[src/hw/rtl/sact_pkg.sv]
`default_nettype none
package sact_pkg;

  // Request kinds.
  typedef enum logic [1:0] {
    REQ_READ  = 2'd0,
    REQ_WRITE = 2'd1,
    REQ_FLUSH = 2'd2,
    REQ_NONE  = 2'd3
  } req_t;

  // Configuration register indexes.
  localparam logic [2:0] CFG_WRITE_POLICY   = 3'd0;
  localparam logic [2:0] CFG_REPLACE_POLICY = 3'd1;
  localparam logic [2:0] CFG_LINE_SIZE_LOG2 = 3'd2;
  localparam logic [2:0] CFG_LINES_LOG2     = 3'd3;
  localparam logic [2:0] CFG_WAYS_LOG2      = 3'd4;

  localparam logic [15:0] LFSR_TAPS = 16'hB400;
  localparam logic [15:0] LFSR_SEED = 16'd42;

  localparam int TAG_W  = 32;
  localparam int WAY_W  = 3;
  localparam int RANK_W = 3;
  localparam int MW_W   = 9;
  localparam logic [MW_W-1:0] MW_SAT = 9'd511;

  typedef struct packed {
    logic       wb_mode;
    logic       rand_repl;
    logic [3:0] line_size_log2;
    logic [3:0] lines_log2;
    logic [1:0] ways_log2;
  } cfg_t;

  typedef struct packed {
    req_t             kind;
    logic [1:0]       wl;
    logic [TAG_W-1:0] tag;
  } cmd_t;

  typedef struct packed {
    logic            hit;
    logic            mem_read;
    logic [MW_W-1:0] mem_writes;
    logic            allocated;
    logic [WAY_W-1:0] way_used;
  } result_t;

  typedef enum logic [1:0] {
    ST_IDLE  = 2'd0,
    ST_EVAL  = 2'd1,
    ST_FLUSH = 2'd2
  } bstate_t;

endpackage
`default_nettype wire

[src/hw/rtl/sact_front.sv]
`default_nettype none
module sact_front #(
  parameter int LL_MAX = 8,
  parameter int WL_MAX = 3,
  parameter int LN_W   = 9
) (
  input  wire logic                 clk,
  input  wire logic                 rst_n,
  input  wire sact_pkg::cfg_t       cfg,
  input  wire logic                 in_push,
  output logic                      in_full,
  input  wire logic [1:0]           in_req_type,
  input  wire logic [31:0]          in_address,
  output logic                      cmd_valid,
  input  wire logic                 cmd_pop,
  output sact_pkg::cmd_t            cmd,
  output logic [LN_W-1:0]           cmd_line
);

  sact_pkg::cmd_t  q_cmd_r  [2];
  logic [LN_W-1:0] q_line_r [2];
  logic            wr_ptr_r, rd_ptr_r;
  logic [1:0]      cnt_r;

  logic [3:0]      ll, wl4, sl;
  logic [31:0]     block, set_v, tag;
  sact_pkg::cmd_t  dec_cmd;
  logic [LN_W-1:0] dec_line;
  logic            push_ok, pop_ok;

  // Split the address into set and tag for the current geometry.
  always_comb begin
    ll  = (cfg.lines_log2 > 4'(LL_MAX)) ? 4'(LL_MAX) : cfg.lines_log2;
    wl4 = {2'b00, cfg.ways_log2};
    if (wl4 > 4'(WL_MAX)) wl4 = 4'(WL_MAX);
    if (wl4 > ll) wl4 = ll;
    sl       = ll - wl4;
    block    = in_address >> cfg.line_size_log2;
    set_v    = block & ((32'd1 << sl) - 32'd1);
    tag      = block >> sl;
    dec_line = LN_W'(set_v << wl4);
    dec_cmd.kind = sact_pkg::req_t'(in_req_type);
    dec_cmd.wl   = wl4[1:0];
    dec_cmd.tag  = tag;
  end

  assign in_full   = (cnt_r == 2'd2);
  assign cmd_valid = (cnt_r != 2'd0);
  assign push_ok   = in_push && !in_full;
  assign pop_ok    = cmd_pop && cmd_valid;
  assign cmd       = q_cmd_r[rd_ptr_r];
  assign cmd_line  = q_line_r[rd_ptr_r];

  // Two-entry command queue toward the back end.
  always_ff @(posedge clk) begin
    if (!rst_n) begin
      wr_ptr_r <= 1'b0;
      rd_ptr_r <= 1'b0;
      cnt_r    <= 2'd0;
    end else begin
      if (push_ok) wr_ptr_r <= !wr_ptr_r;
      if (pop_ok) rd_ptr_r <= !rd_ptr_r;
      cnt_r <= cnt_r + 2'(push_ok) - 2'(pop_ok);
    end
  end

  always_ff @(posedge clk) begin
    if (push_ok) begin
      q_cmd_r[wr_ptr_r]  <= dec_cmd;
      q_line_r[wr_ptr_r] <= dec_line;
    end
  end

endmodule
`default_nettype wire

[config.mk]
export PLATFORM = sky130hd
export DESIGN_NAME = sact_front
export DESIGN_NICKNAME = d
export VERILOG_FILES = /design/src/hw/rtl/sact_pkg.sv /design/src/hw/rtl/sact_front.sv
export SDC_FILE = /design/constraint.sdc
export NUM_CORES = 1
export LEC_CHECK = 0
export BUFFER_PORTS_ARGS = -buffer_cell sky130_fd_sc_hd__buf_2
export CAP_MARGIN = 20
export CORE_MARGIN = 1
export CORE_UTILIZATION = 35
export CTS_CLUSTER_SIZE = 30
export DETAILED_ROUTE_END_ITERATION = 12
export HOLD_SLACK_MARGIN = 0.02
export MAX_ROUTING_LAYER = met4
export PLACE_DENSITY_LB_ADDON = 0.12
export SYNTH_ARGS = -nofsm -noshare
export SYNTH_HDL_FRONTEND = slang
export SYNTH_SLANG_ARGS = --single-unit
[constraint.sdc]
create_clock -name clk -period 5.3 [get_ports clk]
set_input_delay 1.06 -clock clk [delete_from_list [all_inputs] [get_ports clk]]
set_output_delay 1.06 -clock clk [all_outputs]
set_load 0.1 [all_outputs]
==> After elaboration in Yosys (flattened, before gate mapping) <==
Memories as Yosys holds them, arrays and structs flattened. A register that Yosys moved wholly into a read port is not among the register bits.
Cells that the tools add are included.
{ "classes": {"add_sub_neg": 4, "n_lt_le_gt_ge": 2, "eq_ne": 1, "shift": 4, "n_mux": 8, "n_bitwise": 1, "n_reduce_logical": 6} }
{ "op_table": {"columns": ["op", "n"], "rows": [
  ["$shr A32 B4 Y32", 2],
  ["$and A32 B32 Y32", 1],
  ["$shl A1 B4 Y32 const A", 1],
  ["$shl A32 B4 Y9", 1],
  ["$sub A32 B1 Y32 const B", 1],
  ["$mux W4", 2],
  ["$mux W1", 6],
  ["$gt A2 B4 Y1", 1],
  ["$gt A4 B4 Y1 const B", 1],
  ["$sub A4 B4 Y4", 1],
  ["$logic_not A1 Y1", 3],
  ["$add A2 B1 Y2", 1],
  ["$eq A2 B2 Y1 const B", 1],
  ["$logic_and A1 B1 Y1", 2],
  ["$reduce_bool A2 Y1", 1],
  ["$sub A2 B1 Y2", 1]
]} }
{ "word_totals": {"register_bits": 4, "mem_bits_rw": 90, "inputBits": 50, "out_inout_bits": 47, "wordCells": 31, "mem_count": 2} }
{ "mem_list": {"columns": ["memory", "words", "width", "rd", "rd_ports_with_merged_regs", "write_ports", "line", "text"], "rows": [
  ["q_cmd_r", 2, 36, 1, 1, 1, "sact_front.sv:20", "sact_pkg::cmd_t q_cmd_r [2];"],
  ["q_line_r", 2, 9, 1, 1, 1, "sact_front.sv:21", "logic [LN_W-1:0] q_line_r [2];"]
]} }

==> Longest topological paths before layout <==
{ "depth": {"ltp_word": 9, "ltp_mapped": 24, "ltp_nobuf": 21} }

==> Least setup slack after synthesis <==
OpenSTA, ideal clock, no wires.
{ "synth_timing": {"path_kind": "input -> register", "from": "input cfg[5] in the netlist's numbering", "to": "memory q_line_r[0][6] (data pin)", "setup_time_ns": 0.170, "arrival_ns": 5.566, "t_required_ns": 5.130, "slack_ns": -0.436, "path_stages": 23, "path_cell_list": "nand2b_1 -> inv_1 -> ha_1 -> nor2b_1 -> o211ai_1 -> mux2i_1 -> clkinv_1 -> ha_1 -> inv_1 -> ha_1 -> nor2_1 -> xor2_1 -> clkbuf_1 -> clkbuf_1 -> clkbuf_1 -> nor2_1 -> nand3_1 -> ha_1 -> inv_1 -> a311o_1 -> o311ai_0 -> a22oi_1 -> a22oi_1"} }
{ "synth_via": {"elab_chain_cells": 9} }
{ "synth_rtl": {"columns": ["element", "line", "text"], "rows": [
  ["start: declaration", "sact_front.sv:9", "input wire sact_pkg::cfg_t cfg,"],
  ["$gt A4 B4 Y1", "sact_front.sv:33", "ll = (cfg.lines_log2 > 4'(LL_MAX)) ? 4'(LL_MAX) : cfg.lines_log2;"],
  ["$mux W4 (*)", "sact_front.sv:33", null],
  ["$gt A2 B4 Y1", "sact_front.sv:36", "if (wl4 > ll) wl4 = ll;"],
  ["$mux W4 (*)", "sact_front.sv:36", null],
  ["via wl4[0]", "sact_front.sv:25", "logic [3:0] ll, wl4, sl;"],
  ["$sub A4 B4 Y4", "sact_front.sv:37", "sl = ll - wl4;"],
  ["$shl A1 B4 Y32", "sact_front.sv:39", "set_v = block & ((32'd1 << sl) - 32'd1);"],
  ["$sub A32 B1 Y32", "sact_front.sv:39", null],
  ["$and A32 B32 Y32", "sact_front.sv:39", null],
  ["$shl A32 B4 Y9 (*)", "sact_front.sv:41", "dec_line = LN_W'(set_v << wl4);"],
  ["via dec_line[6]", "sact_front.sv:28", "logic [LN_W-1:0] dec_line;"],
  ["end: declaration", "sact_front.sv:21", null]
]} }
Mark *: on every way through the listed nets, which the timed path passes. The rest lies on a longest branch.

==> Worst setup path in the final report <==
{ "layout_timing": {"from": "input cfg[5] in the netlist's numbering", "to": "memory q_line_r[1][6] (data pin)"} }
The elaborated chain is that of the path after synthesis.

==> impl_summary.txt <==
----------------------------------------------------
[Status]
  Result of the run ... complete, no violations

[Setup path]
  Setup Crit Path Kind ... in2reg
  Nature of the critical path startpoint ... input port
  Crit-path max FO ... 7
  Required time at the endpoint of the critical path ... 5460 ps
  Arrival time of the worst setup path ... 5110 ps
  Worst setup EP type ... register

[Timing]
  Hold Vio Cnt, Final ... 0
  Tightest slew margin relative to the limit ... 35.4%
  Clock skew ... 10.5 ps
  Crit path time final ... 4950 ps
  RSZ-0062 raised after global routing ... false
  Pins over their slew limit ... 0
  Final critical-path setup slack ... 346 ps
  Worst-Margin Slew ... 956 ps
  Tcrit/Tclk final ... 93.5%
  Min Hold Slack ... 556 ps
  Achievable Freq ... 202 MHz
  Final setup violation count ... 0

[CTS]
  Number of resized instances in the post-cts repair step ... 0
  Clock transition at the register clock pins on the worst setup and hold paths after CTS ... 70 ps
  Bufs on Longest Clock Path ... 2
  Count of hold buffers inserted by post-cts repair ... 0
  # clock sinks ... 95
  Cell at the root of the clock tree ... clkbuf_16
  Number of CTS-inserted buffers ... 9
  H-tree depth reported by CTS ... 3
  TritonCTS clock tree ... built
  Post-CTS Setup Bufs ... 0
  Clock latency of the later-clocked register in the worst-skew pair ... 330 ps

[Die]
  DIE HEIGHT ... 151 um
  Die extent in x ... 151 um
  Standard-cell row count ... 54
  IO Pins ... 97
  Core region area ... 21800 sq um
  Full die area ... 22800 sq um
  Starting density of the core ... 35.7%

[Synth]
  FFs w/ async S/R, synth ... 0%
  Number of instances in the synthesized netlist ... 715
  Sequential area share after synthesis ... 36.0%
  Post-synthesis sequential element count ... 95
  Avg Cell Area, Syn ... 10.9 sq um
  Number of different library cells in the post-synthesis netlist ... 74
  EDFF count, synth ... 90
  Synthesized-area fraction occupied by ao, oa, aoi and oai cells ... 16.1%
  Ys Warns ... 0
  Post-Synth Adder-Cell Area ... 1.29%
  Post-synthesis share of cell area spent on xor and xnor gates ... 1.08%
  Multiplexer share of the synthesized area ... 29.7%
  Synth Net Count ... 773
  Ys flop type ... edfxtp_1
  Netlist area before placement ... 7780 sq um
  Simple logic cell fraction of the synthesized area ... 11.2%
  Dominant combinational cell family by area after synthesis ... multiplexers

[Drt]
  First-iteration detailed-routing DRC count ... 413
  Routed length per placed instance ... 20.6 um
  Total number of vias ... 6378
  Total length of routed wires ... 22.3 mm
  Via density ... 5.87
  Drt first pass iters ... 5
  Post-route ant nets ... 0
  Drt drc ... 0

[Layout]
  Fin cells ... 1086
  Design area ... 9060 sq um
  Synthesis-to-finish area growth ... 16.5%
  Diode count ... 0
  Number of filler instances in the final layout ... 2093
  Post-layout nets ... 859
  Share of final-layout standard cells stronger than drive strength 1 ... 33.4%

[Flow run]
  Total of max-cap violations ... 0

[Global routing]
  Total GRT Usage ... 20.6%
  Gr ovfl total ... 0
  Global-route wire length before repair ... 35.2 mm
  Maximum number of pins on one net before global-route repair ... 47
  Via count of the first global-routing pass ... 6127
  Initial antenna violation count ... 0

[Placed design]
  Placed Area ... 8690 sq um
  Post-DP HPWL ... 16.7 mm
  Dpl ws ... -66.4 ps
  Count of buffers from port buffering ... 94
  Total placed cells including tap cells ... 1068
  RD Place Congestion ... 0.870

[Power]
  P_leak ... 0.00345 uW
  Worst IR drop on VDD ... 224 uV
  Net switching power figure ... 2060 uW
  Sequential power share ... 25.7%
  Internal ... 2060 uW
  Clock network power share ... 16.5%
  Pwr per Cell Area ... 455 nW/um^2
  Sw Share ... 49.9%
  Gate power share ... 57.9%

[Worst hold path]
  Worst min path class ... reg2reg

----------------------------------------------------
[kinds of logic after synthesis]
kind of cell / count (synthesis)
DFF: 95
buffers and inverters: 78
AOI/OAI and AO/OA: 172
muxes: 171
and+or+nand+nor: 183
adders and majority gates: 8
xor gates and xnor gates: 8
[routing by layer]
metal  wire length [um]  up-vias  GRT usage (%)
met4                178        0           4.05
met2              10400      196           32.5
li1                   -     3010              -
met3                927       11           1.66
met5                  0        -              -
met1              10900     3161           29.1
[critical path, cell delays in order]
cell and delay (ps):
buf_2 130, nand2b_1 140, inv_1 50, ha_1 290
nor2b_1 160, o211ai_1 280, mux2i_2 290, clkinv_2 90
ha_1 220, nor4bb_1 310, a211oi_1 100, and3_1 240
or2_2 330, nor2_2 140, nand3_1 90, ha_1 270
inv_2 140, nand3_1 100, o311ai_2 260, a22oi_1 160
a22oi_1 250
[sequential cells by signal (all words and copies together) (netlist names), named ones only]
| name | flops |
|---|---|
| q_cmd_r | 72 |
| q_line_r | 18 |
| cnt_r | 2 |
| rd_ptr_r | 1 |
| wr_ptr_r | 1 |
[cell usage in the layout, fill, tap and decap left out, types with 4 or more instances in the layout]
master / Yosys / routed
a211oi_1: 9 / 9
a21oi_1: 24 / 24
a22o_1: 4 / 4
a22oi_1: 14 / 14
a31oi_1: 8 / 8
a32oi_1: 6 / 6
and2_1: 7 / 7
and3_1: 6 / 5
buf_12: 1 / 5
buf_2: 11 / 94
buf_4: 0 / 38
clkbuf_16: 0 / 9
dfxtp_1: 5 / 4
edfxtp_1: 90 / 90
ha_1: 8 / 8
inv_1: 13 / 12
mux2_2: 67 / 67
mux2i_1: 64 / 63
mux4_1: 12 / 12
mux4_2: 24 / 24
nand2_1: 45 / 45
nand2b_1: 7 / 7
nand3_1: 16 / 16
nor2_1: 53 / 51
nor2b_1: 11 / 11
nor3_1: 17 / 17
o2111ai_1: 5 / 5
o211ai_1: 9 / 9
o21a_1: 5 / 5
o21ai_0: 25 / 25
o221ai_1: 5 / 5
o22ai_1: 11 / 11
or2_2: 5 / 5
or3_1: 5 / 5
xnor2_1: 6 / 5
[metrics by stage]
| step | setup TNS, ps | utilization (%) | total power [uW] |
|---|---|---|---|
| global route | 0 | 41.5 | 4320 |
| CTS | 0 | 41.3 | 4130 |
| detailed placement | -349 | 39.8 | 3450 |
| global placement | 0 | 39.8 | 3420 |
| floorplan | 0 | - | 2950 |
| finish | 0 | 41.5 | 4120 |
[cell type report]
cell class                      instances  area, sq um  area share, %
Inverter                               16         61.3          0.676
Sequential cell                        95         2800           30.9
Multi-Input combinational cell        542         4670           51.5
Tap cell                              280          350           3.87
Timing Repair Buffer                  137          856           9.44
Clock buffer                            9          225           2.48
Clock inverter                          7         96.3           1.06
[final timing paths]
path | slack [ps] | cells after the start | from | to
setup / recovery | 350 | 21 | cfg[5] | q_line_r[1][6]
hold reg to reg | 560 | 2 | rd_ptr_r | register
setup reg to reg | 3490 | 8 | cnt_r[1] | cnt_r[1]
hold / removal | 560 | 2 | rd_ptr_r | register
[power groups by stage]
stage	Clock (uW)	Combinational [uW]	Sequential, uW
5_1_grt	728	2520	1070
4_1_cts	695	2340	1100
3_3_place_gp	0	2320	1100
6_report	679	2390	1060
3_5_place_dp	0	2340	1110
2_1_floorplan	0	1890	1060
[cells in the mapped netlist (9+ instances only)]
master | n | area, sq um
nand2_1 | 45 | 169
buf_2 | 11 | 55.1
buf_1 | 9 | 33.8
mux2i_1 | 64 | 641
nor2b_1 | 11 | 68.8
mux4_2 | 24 | 541
a21oi_1 | 24 | 120
o21ai_0 | 25 | 125
edfxtp_1 | 90 | 2700
nor3_1 | 17 | 85.1
o211ai_1 | 9 | 67.6
mux2_2 | 67 | 754
inv_1 | 13 | 48.8
mux4_1 | 12 | 315
nand3_1 | 16 | 80.1
a22oi_1 | 14 | 105
a211oi_1 | 9 | 67.6
o22ai_1 | 11 | 68.8
nor2_1 | 53 | 199
clkbuf_1 | 37 | 139
(Power assumes the default switching activity.)
